**src/rtl/sha256_pkg.sv**
```systemverilog
// ----------------------------------------------------------------------------
// sha256_pkg
// constants, types and round functions shared by the stream hasher
// ----------------------------------------------------------------------------
package sha256_pkg;

    localparam int unsigned BlockBytes = 64;
    localparam int unsigned LenPos     = 56;
    localparam logic [7:0]  PadByte    = 8'h80;

    typedef logic [31:0] t_word;

    typedef struct packed {
        logic [7:0] data_byte;
        logic       byte_valid;
        logic       end_of_message;
    } t_in_req;

    typedef struct packed {
        logic [31:0] digest_word;
        logic [2:0]  word_index;
        logic        last_word;
    } t_out_req;

    function automatic t_word init_h(input logic [2:0] idx);
        case (idx)
            3'd0:    init_h = 32'h6a09e667;
            3'd1:    init_h = 32'hbb67ae85;
            3'd2:    init_h = 32'h3c6ef372;
            3'd3:    init_h = 32'ha54ff53a;
            3'd4:    init_h = 32'h510e527f;
            3'd5:    init_h = 32'h9b05688c;
            3'd6:    init_h = 32'h1f83d9ab;
            default: init_h = 32'h5be0cd19;
        endcase
    endfunction

    function automatic t_word round_k(input logic [5:0] idx);
        t_word k [64];
        k = '{
            32'h428a2f98, 32'h71374491, 32'hb5c0fbcf, 32'he9b5dba5,
            32'h3956c25b, 32'h59f111f1, 32'h923f82a4, 32'hab1c5ed5,
            32'hd807aa98, 32'h12835b01, 32'h243185be, 32'h550c7dc3,
            32'h72be5d74, 32'h80deb1fe, 32'h9bdc06a7, 32'hc19bf174,
            32'he49b69c1, 32'hefbe4786, 32'h0fc19dc6, 32'h240ca1cc,
            32'h2de92c6f, 32'h4a7484aa, 32'h5cb0a9dc, 32'h76f988da,
            32'h983e5152, 32'ha831c66d, 32'hb00327c8, 32'hbf597fc7,
            32'hc6e00bf3, 32'hd5a79147, 32'h06ca6351, 32'h14292967,
            32'h27b70a85, 32'h2e1b2138, 32'h4d2c6dfc, 32'h53380d13,
            32'h650a7354, 32'h766a0abb, 32'h81c2c92e, 32'h92722c85,
            32'ha2bfe8a1, 32'ha81a664b, 32'hc24b8b70, 32'hc76c51a3,
            32'hd192e819, 32'hd6990624, 32'hf40e3585, 32'h106aa070,
            32'h19a4c116, 32'h1e376c08, 32'h2748774c, 32'h34b0bcb5,
            32'h391c0cb3, 32'h4ed8aa4a, 32'h5b9cca4f, 32'h682e6ff3,
            32'h748f82ee, 32'h78a5636f, 32'h84c87814, 32'h8cc70208,
            32'h90befffa, 32'ha4506ceb, 32'hbef9a3f7, 32'hc67178f2
        };
        round_k = k[idx];
    endfunction

    function automatic t_word rotr(input t_word x, input int unsigned n);
        rotr = (x >> n) | (x << (32 - n));
    endfunction

endpackage

```
**src/rtl/sha256_if.sv**
```systemverilog
// ----------------------------------------------------------------------------
// sha256_in_if / sha256_out_if
// valid/ready channels for byte requests and digest words
// ----------------------------------------------------------------------------
interface sha256_in_if;
    logic                      valid;
    logic                      ready;
    sha256_pkg::t_in_req       payload;
    modport source (output valid, output payload, input ready);
    modport sink   (input valid, input payload, output ready);
endinterface

interface sha256_out_if;
    logic                      valid;
    logic                      ready;
    sha256_pkg::t_out_req      payload;
    modport source (output valid, output payload, input ready);
    modport sink   (input valid, input payload, output ready);
endinterface

```
**src/rtl/sha256_round.sv**
```systemverilog
// ----------------------------------------------------------------------------
// sha256_round
// shared compression unit: schedule window and working registers, one round
// per cycle, then chaining-word update
// ----------------------------------------------------------------------------
module sha256_round (
    input  logic                     i_clk,
    input  logic                     i_rst_n,
    input  logic                     i_start,
    input  logic                     i_load_word,
    input  sha256_pkg::t_word        i_word,
    input  logic                     i_clear_chain,
    input  logic [2:0]               i_rd_idx,
    output sha256_pkg::t_word        o_rd_word,
    output logic                     o_busy
);

    sha256_pkg::t_word r_w [16];
    sha256_pkg::t_word r_v [8];
    sha256_pkg::t_word r_h [8];
    logic [5:0]        r_round;
    logic              r_busy;
    logic              r_fin;

    sha256_pkg::t_word s0, s1, w_new, w_cur, t1, t2, e, a;

    always_comb begin
        w_cur = r_w[0];
        s0 = sha256_pkg::rotr(r_w[1], 7) ^ sha256_pkg::rotr(r_w[1], 18) ^ (r_w[1] >> 3);
        s1 = sha256_pkg::rotr(r_w[14], 17) ^ sha256_pkg::rotr(r_w[14], 19) ^ (r_w[14] >> 10);
        w_new = r_w[0] + s0 + r_w[9] + s1;
        e = r_v[4];
        a = r_v[0];
        t1 = r_v[7] + (sha256_pkg::rotr(e, 6) ^ sha256_pkg::rotr(e, 11)
             ^ sha256_pkg::rotr(e, 25)) + ((e & r_v[5]) ^ (~e & r_v[6]))
             + sha256_pkg::round_k(r_round) + w_cur;
        t2 = (sha256_pkg::rotr(a, 2) ^ sha256_pkg::rotr(a, 13) ^ sha256_pkg::rotr(a, 22))
             + ((a & r_v[1]) ^ (a & r_v[2]) ^ (r_v[1] & r_v[2]));
    end

    always_ff @(posedge i_clk) begin
        if (!i_rst_n) begin
            r_busy  <= 1'b0;
            r_fin   <= 1'b0;
            r_round <= '0;
            for (int i = 0; i < 8; i++) r_h[i] <= sha256_pkg::init_h(3'(i));
        end else begin
            r_fin <= 1'b0;
            if (i_clear_chain) begin
                for (int i = 0; i < 8; i++) r_h[i] <= sha256_pkg::init_h(3'(i));
            end
            if (i_load_word) begin
                for (int i = 0; i < 15; i++) r_w[i] <= r_w[i+1];
                r_w[15] <= i_word;
            end
            if (i_start) begin
                r_busy  <= 1'b1;
                r_round <= '0;
                for (int i = 0; i < 8; i++) r_v[i] <= r_h[i];
            end else if (r_busy) begin
                for (int i = 0; i < 15; i++) r_w[i] <= r_w[i+1];
                r_w[15] <= w_new;
                r_v[7] <= r_v[6];
                r_v[6] <= r_v[5];
                r_v[5] <= r_v[4];
                r_v[4] <= r_v[3] + t1;
                r_v[3] <= r_v[2];
                r_v[2] <= r_v[1];
                r_v[1] <= r_v[0];
                r_v[0] <= t1 + t2;
                r_round <= r_round + 6'd1;
                if (r_round == 6'd63) begin
                    r_busy <= 1'b0;
                    r_fin  <= 1'b1;
                end
            end else if (r_fin) begin
                for (int i = 0; i < 8; i++) r_h[i] <= r_h[i] + r_v[i];
            end
        end
    end

    assign o_rd_word = r_h[i_rd_idx];
    assign o_busy    = r_busy | r_fin | i_start;

    a_no_restart: assert property (@(posedge i_clk) disable iff (!i_rst_n)
        r_busy |-> !i_start) else $error("compression restarted while busy");
    a_fin_after_last: assert property (@(posedge i_clk) disable iff (!i_rst_n)
        (r_busy && r_round == 6'd63 && !i_start) |=> r_fin) else $error("missed finish");
    a_no_load_busy: assert property (@(posedge i_clk) disable iff (!i_rst_n)
        r_busy |-> !i_load_word) else $error("word loaded during rounds");

endmodule

```
**src/rtl/sha256_stream_hasher_core.sv**
```systemverilog
// ----------------------------------------------------------------------------
// sha256_stream_hasher_core
// byte-stream SHA-256: packs bytes into words, pads and emits the digest
// ----------------------------------------------------------------------------
// channel   dir  fields
// i_in      in   data_byte, byte_valid, end_of_message
// o_out     out  digest_word, word_index, last_word
//
// a byte is taken when ready; one that completes a word pushes it into the
// schedule window and holds ready low while it loads; the 64th also holds
// ready low through the start, the rounds and the update on the shared round
// unit
// end of message: padding words loaded one at a time, one or two compressions,
// then eight digest requests, each held until taken
// i_rst_n is synchronous, active low; ready is low while the unit works
// ----------------------------------------------------------------------------
module sha256_stream_hasher_core (
    input  logic               i_clk,
    input  logic               i_rst_n,
    sha256_in_if.sink          i_in,
    sha256_out_if.source       o_out
);

    typedef enum logic [2:0] {
        ST_IDLE, ST_WAIT, ST_PAD, ST_PAD_WAIT, ST_EMIT
    } t_state;

    t_state      r_state;
    logic [6:0]  r_fill;
    logic [60:0] r_msg;
    logic [23:0] r_acc;
    logic        r_pad_byte;
    logic        r_second;
    logic [2:0]  r_idx;
    logic        r_out_valid;
    logic        r_load;
    logic        r_start;
    logic        r_clear;
    sha256_pkg::t_word r_word;

    logic        unit_busy;
    sha256_pkg::t_word rd_word;
    logic [63:0] bits;
    logic        accept;

    assign bits   = {r_msg, 3'b000};
    assign accept = i_in.valid && i_in.ready;
    assign i_in.ready = (r_state == ST_IDLE) && !unit_busy && !r_load;

    sha256_round u_round (
        .i_clk        (i_clk),
        .i_rst_n      (i_rst_n),
        .i_start      (r_start),
        .i_load_word  (r_load),
        .i_word       (r_word),
        .i_clear_chain(r_clear),
        .i_rd_idx     (r_idx),
        .o_rd_word    (rd_word),
        .o_busy       (unit_busy)
    );

    always_ff @(posedge i_clk) begin
        if (!i_rst_n) begin
            r_state     <= ST_IDLE;
            r_fill      <= '0;
            r_msg       <= '0;
            r_pad_byte  <= 1'b0;
            r_second    <= 1'b0;
            r_idx       <= '0;
            r_out_valid <= 1'b0;
            r_load      <= 1'b0;
            r_start     <= 1'b0;
            r_clear     <= 1'b0;
        end else begin
            r_load  <= 1'b0;
            r_start <= 1'b0;
            r_clear <= 1'b0;
            unique case (r_state)
                ST_IDLE: begin
                    if (accept) begin
                        if (i_in.payload.byte_valid) begin
                            r_msg  <= r_msg + 61'd1;
                            r_fill <= (r_fill == 7'd63) ? 7'd0 : r_fill + 7'd1;
                            if (r_fill[1:0] == 2'd3) begin
                                r_word <= {r_acc, i_in.payload.data_byte};
                                r_load <= 1'b1;
                            end else begin
                                r_acc <= {r_acc[15:0], i_in.payload.data_byte};
                            end
                            if (r_fill == 7'd63) r_start <= 1'b1;
                        end
                        if (i_in.payload.end_of_message) begin
                            r_pad_byte <= 1'b1;
                            r_second   <= 1'b0;
                            r_state    <= (i_in.payload.byte_valid && r_fill == 7'd63)
                                          ? ST_WAIT : ST_PAD;
                        end
                    end
                end
                ST_WAIT: begin
                    if (!unit_busy && !r_start) r_state <= ST_PAD;
                end
                ST_PAD: begin
                    if (!unit_busy && !r_start && !r_load) begin
                        // length words once past the pad, else finish current word with pad and zero bytes
                        if (r_fill >= 7'(sha256_pkg::LenPos) && r_fill[1:0] == 2'd0
                            && !r_pad_byte && !r_second) begin
                            r_word <= (r_fill == 7'd56) ? bits[63:32] : bits[31:0];
                            r_load <= 1'b1;
                            if (r_fill == 7'd60) begin
                                r_fill  <= '0;
                                r_start <= 1'b1;
                                r_state <= ST_PAD_WAIT;
                            end else begin
                                r_fill <= r_fill + 7'd4;
                            end
                        end else begin
                            unique case (r_fill[1:0])
                                2'd0: r_word <= {r_pad_byte ? sha256_pkg::PadByte : 8'h00,
                                                 24'h0};
                                2'd1: r_word <= {r_acc[7:0],
                                                 r_pad_byte ? sha256_pkg::PadByte : 8'h00,
                                                 16'h0};
                                2'd2: r_word <= {r_acc[15:0],
                                                 r_pad_byte ? sha256_pkg::PadByte : 8'h00,
                                                 8'h0};
                                default: r_word <= {r_acc[23:0],
                                                    r_pad_byte ? sha256_pkg::PadByte : 8'h00};
                            endcase
                            r_load     <= 1'b1;
                            r_pad_byte <= 1'b0;
                            r_acc      <= '0;
                            if ({r_fill[6:2], 2'b00} == 7'd60) begin
                                r_fill   <= '0;
                                r_start  <= 1'b1;
                                r_second <= 1'b1;
                                r_state  <= ST_PAD_WAIT;
                            end else begin
                                r_fill <= {r_fill[6:2], 2'b00} + 7'd4;
                                // pad byte at or past the length field position needs an extra block
                                if (r_pad_byte && r_fill >= 7'(sha256_pkg::LenPos))
                                    r_second <= 1'b1;
                            end
                        end
                    end
                end
                ST_PAD_WAIT: begin
                    if (!unit_busy && !r_start) begin
                        if (r_second) begin
                            r_second <= 1'b0;
                            r_state  <= ST_PAD;
                        end else begin
                            r_idx       <= '0;
                            r_out_valid <= 1'b1;
                            r_state     <= ST_EMIT;
                        end
                    end
                end
                ST_EMIT: begin
                    if (o_out.ready) begin
                        if (r_idx == 3'd7) begin
                            r_out_valid <= 1'b0;
                            r_msg       <= '0;
                            r_fill      <= '0;
                            r_clear     <= 1'b1;
                            r_idx       <= '0;
                            r_state     <= ST_IDLE;
                        end else begin
                            r_idx <= r_idx + 3'd1;
                        end
                    end
                end
                default: r_state <= ST_IDLE;
            endcase
        end
    end

    assign o_out.valid               = r_out_valid;
    assign o_out.payload.digest_word = rd_word;
    assign o_out.payload.word_index  = r_idx;
    assign o_out.payload.last_word   = (r_idx == 3'd7);

    a_no_in_during_out: assert property (@(posedge i_clk) disable iff (!i_rst_n)
        r_out_valid |-> !i_in.ready) else $error("input open while emitting");
    a_emit_state: assert property (@(posedge i_clk) disable iff (!i_rst_n)
        r_out_valid |-> (r_state == ST_EMIT)) else $error("output valid outside emit");
    a_clear_on_last: assert property (@(posedge i_clk) disable iff (!i_rst_n)
        (o_out.valid && o_out.ready && r_idx == 3'd7) |=> r_clear)
        else $error("chain not cleared after digest");

endmodule
```
**src/flat_wrapper.sv**
```systemverilog
// flat-port wrapper written by rule: the top's interface ports become plain ports
module sha256_stream_hasher_core_flat 
  (i_clk, i_rst_n, i_in_valid, i_in_payload, i_in_ready, o_out_valid, o_out_payload, o_out_ready);
  sha256_in_if i_in_i ();
  sha256_out_if o_out_i ();
  input  logic i_clk;
  input  logic i_rst_n;
  input wire logic [$bits(i_in_i.valid)-1:0] i_in_valid;
  input wire logic [$bits(i_in_i.payload)-1:0] i_in_payload;
  output wire logic [$bits(i_in_i.ready)-1:0] i_in_ready;
  output wire logic [$bits(o_out_i.valid)-1:0] o_out_valid;
  output wire logic [$bits(o_out_i.payload)-1:0] o_out_payload;
  input wire logic [$bits(o_out_i.ready)-1:0] o_out_ready;
  assign i_in_i.valid = i_in_valid;
  assign i_in_i.payload = i_in_payload;
  assign i_in_ready = i_in_i.ready;
  assign o_out_valid = o_out_i.valid;
  assign o_out_payload = o_out_i.payload;
  assign o_out_i.ready = o_out_ready;
  sha256_stream_hasher_core u_core (.i_clk(i_clk), .i_rst_n(i_rst_n), .i_in(i_in_i), .o_out(o_out_i));
endmodule
```
**config.mk**
```make
export PLATFORM = sky130hd
export DESIGN_NAME = sha256_stream_hasher_core_flat
export DESIGN_NICKNAME = d
export VERILOG_FILES = /design/src/rtl/sha256_pkg.sv /design/src/rtl/sha256_if.sv /design/src/rtl/sha256_round.sv /design/src/rtl/sha256_stream_hasher_core.sv /design/src/flat_wrapper.sv
export SDC_FILE = /design/constraint.sdc
export NUM_CORES = 2
export LEC_CHECK = 0
export ABC_CLOCK_PERIOD_IN_PS = 23500
export BUFFER_PORTS_ARGS = -buffer_cell sky130_fd_sc_hd__clkbuf_2
export CORE_UTILIZATION = 40
export CTS_BUF_LIST = sky130_fd_sc_hd__clkbuf_4 sky130_fd_sc_hd__clkbuf_8
export CTS_CLUSTER_DIAMETER = 120
export DETAILED_ROUTE_END_ITERATION = 16
export GPL_TIMING_DRIVEN = 1
export HOLD_SLACK_MARGIN = 0.02
export PLACE_DENSITY_LB_ADDON = 0.25
export SLEW_MARGIN = 20
export SYNTH_ARGS = -nofsm -noshare
export SYNTH_HDL_FRONTEND = slang
export SYNTH_SLANG_ARGS = --single-unit
```
**constraint.sdc**
```tcl
create_clock -name i_clk -period 23.5 [get_ports i_clk]
set_clock_uncertainty 0.1 [all_clocks]
set_input_delay 4.7 -clock i_clk [delete_from_list [all_inputs] [get_ports i_clk]]
set_output_delay 4.7 -clock i_clk [all_outputs]
set_load 0.005 [all_outputs]
```
==> qor.yml <==
synth_area_leader_cell: "edfxtp_1"
synth_cells: 6209
dpl.hpwl_mm: 159
slew_violations: 0
cts_root_buffer: "clkbuf_8"
design_area_mm2: 0.0783
die_h_um: 424
whs_endpoint: "u_core.u_round.r_w[1][207]"
setup_tns_ns: 0
worst_slew_pin_slew_ns: 1.16
holdBufCountCts: 0
die_w_um: 424
ys_ff_latch: 1171
finalSetupViolCount: 0
path_buf_inv: 5
multi_input_area_mm2: 0.0354
hold_depth: 0
rsz0062_at_grt: "no"
path_clk_slew_ns: 0.06
relSlewSlack_pct: 22.5
io_pins: 52
finalCritPeriodShare_pct: 45.0
min_period_ns: 10.56
rows: 154
core_mm2: 0.177
numCtsBuffers: 203
reg2reg_depth: 32
ctsLongestPathBuffers: 3
cpPeakStageDelay_ns: 0.86
ir_drop_v: 0.0000631
cts_resized: 0
cp_common_cell: "fa_1"
p_leak_nw: 28.3
synthFlopType: "edfxtp_1"
cts.sinks: 1171
clk_latency_ns: 0.99
mappedNetlistArea_mm2: 0.0713
synth_top_area_share_pct: 44.1
vias: 49500
final_cell_mix: "edfxtp_1, nand2_1, ha_1"
synth_area_leaders: "edfxtp_1, ha_1, fa_1, xnor2_1, mux2_2"
setup.worst_path.class: "register to register"
grt_overflow: 0
finalHoldViolCount: 0
hp-class: "register to register"
ys.warnings.count: 0
cap_viol_max_count: 0
port_buffers: 51
nets: 6868
drive_gt1_share_pct: 13.2
required_ns: 24.06
avgSynthCellArea_um2: 11.5
critical-path-top-delay-family: "compound AO/OA/AOI/OAI gates"
regToRegEndpoint: "u_core.u_round.r_v[0][30]"
synth_nets: 6819
first_global_vias: 47500
grt_usage_pct: 23.6
drtIter0Drc: 5241
post_drt_wl_per_cell_um: 24.4
cts_setup_buffers: 0
dr.pass1.iters: 5
grt_max_degree: 187
ant_nets: 0
drcViolationCount: 0
p_per_area_mw_per_mm2: 76.1
area_growth_pct: 9.71
cts-htree-levels: 4
synth_edf_count: 1048
crit_fanout: 24
die-area_mm2: 0.180
min_from: "u_core.u_round.r_w[1][239]"
r2r_setup_slack_ns: 12.94
status: "finished clean"
synth_cell_types: 101
vias_per_cell: 5.65
fill_cells: 16400
ys_async_sr_fraction_pct: 0
cp.arrival_ns: 11.13
fmax_mhz: 94.7
seqCellArea_mm2: 0.0340
initial_core_util_pct: 40.4
layout_commonest_cell: "edfxtp_1"
grt_pass1_wl_mm: 316
antenna_found_initial: 1
crit_path_top_delay_cell: "a2111oi_0"
placed_cell_area_mm2: 0.0740
r2r_start: "u_core.u_round.r_round[1]"
cts_tree: "yes"
p_total_mw: 5.96
ys_seq_area_share_pct: 47.6
critPathLaunchType: "register"
endpoint_kind: "register"
gp_congestion: 0.949
wl_mm: 214
[layout make-up]
type,instances,share of cell area (%)
clock inverters,75,0.771
diodes,1,0.00320
clock buffers,300,4.60
multi-input cells,4493,45.2
repair buffers,104,0.899
inverters,285,1.37
well taps,2340,3.74
flip-flops and latches,1171,43.4
[report_power, final]
group / internal (mW) / leakage (nW) / switching [mW] / total (mW)
Sequential: 2.49 / 10.3 / 0.0930 / 2.58
Combinational: 0.567 / 15.7 / 0.867 / 1.43
Clock: 1.05 / 2.24 / 0.895 / 1.94
[flip-flops by register name, summed over array words and instances, names as in the netlist, 3 cells and up, named ones only]
register,flops
u_core.r_msg,61
u_core.r_word,32
u_core.u_round.r_w,512
u_core.u_round.r_h,256
u_core.r_state,3
u_core.u_round.r_v,256
u_core.r_acc,24
u_core.r_fill,7
u_core.u_round.r_round,6
u_core.r_idx,3
[Yosys cell counts, types with 10 or more instances]
cell,count
edfxtp_1,1048
nand2_1,521
ha_1,401
xnor2_1,388
nor2_1,376
o21ai_0,375
a21oi_1,372
inv_1,281
mux2_2,249
clkbuf_1,221
xor2_1,217
a21o_1,197
fa_1,195
dfxtp_1,123
nand3_1,98
nor3_1,93
nand2b_1,82
o21a_1,72
mux4_2,69
nor2b_1,58
a31oi_1,53
and2_1,52
and3_1,52
a211oi_1,43
o21bai_1,43
or3_1,41
buf_1,38
mux2i_1,38
nand4_1,33
o211ai_1,32
o31ai_1,21
maj3_1,18
a221oi_1,17
a21boi_0,15
a31o_2,15
a22oi_1,14
nor3b_1,14
o22a_1,14
o22ai_1,14
nand3b_1,11
a211o_1,10
a41oi_1,10
[worst register-to-register path, delay by kind of cell, from the launching register on]
kind / cells / cell delay [ns]
DFF: 1 / 0.31
AOI/OAI and AO/OA: 15 / 4.18
and+or+nand+nor: 2 / 0.48
buffers and inverters: 5 / 0.76
adders and majority gates: 8 / 3.84
xor gates and xnor gates: 2 / 0.55
[logic make-up after synthesis]
kind of cell / count (synthesis) / share of synthesized area [%]
simple gates: 1473 / 9.67
compound gates: 1443 / 13.0
flops: 1171 / 47.6
fa+ha+maj: 614 / 12.8
xor+xnor: 607 / 7.49
buf+inv: 545 / 2.88
mux: 356 / 6.64
[how the worst max path moves through the flow]
stage	start	end	slack, ns	cells past startpoint
global placement	u_core.u_round.r_round[1]	u_core.u_round.r_v[0][30]	13.31	37
detailed placement	u_core.u_round.r_round[1]	u_core.u_round.r_v[0][30]	13.33	37
CTS	u_core.u_round.r_round[1]	u_core.u_round.r_v[0][30]	13.22	37
floorplan	i_rst_n	u_core.u_round.r_w[0][0]	5.79	5
global route	u_core.u_round.r_round[1]	u_core.u_round.r_v[0][30]	12.31	37
finish	u_core.u_round.r_round[1]	u_core.u_round.r_v[0][30]	12.94	32
[through the flow]
step | util, % | worst slack, ns | cells | hold slack (ns)
floorplan | - | 5.79 | 6209 | 0.300
global placement | 41.9 | 13.31 | 8392 | 0.300
detailed placement | 41.9 | 13.33 | 8392 | 0.305
CTS | 44.3 | 13.22 | 8767 | 0.290
global route | 44.3 | 12.31 | 8769 | 0.289
finish | 44.3 | 12.94 | 8769 | 0.285
[routing by layer]
layer  routed length [um]  share of wire (%)  vias to the layer above  track usage (%)
met2                91100                 43                     1738             34.2
met4                 5710                2.7                        0             6.82
met3                15900                7.5                      280             4.68
met5                    0                  0                        -                0
met1               101000                 47                    24700             35.3
li1                     -                  -                    22900                -
Power figures use the tool's default switching activity.
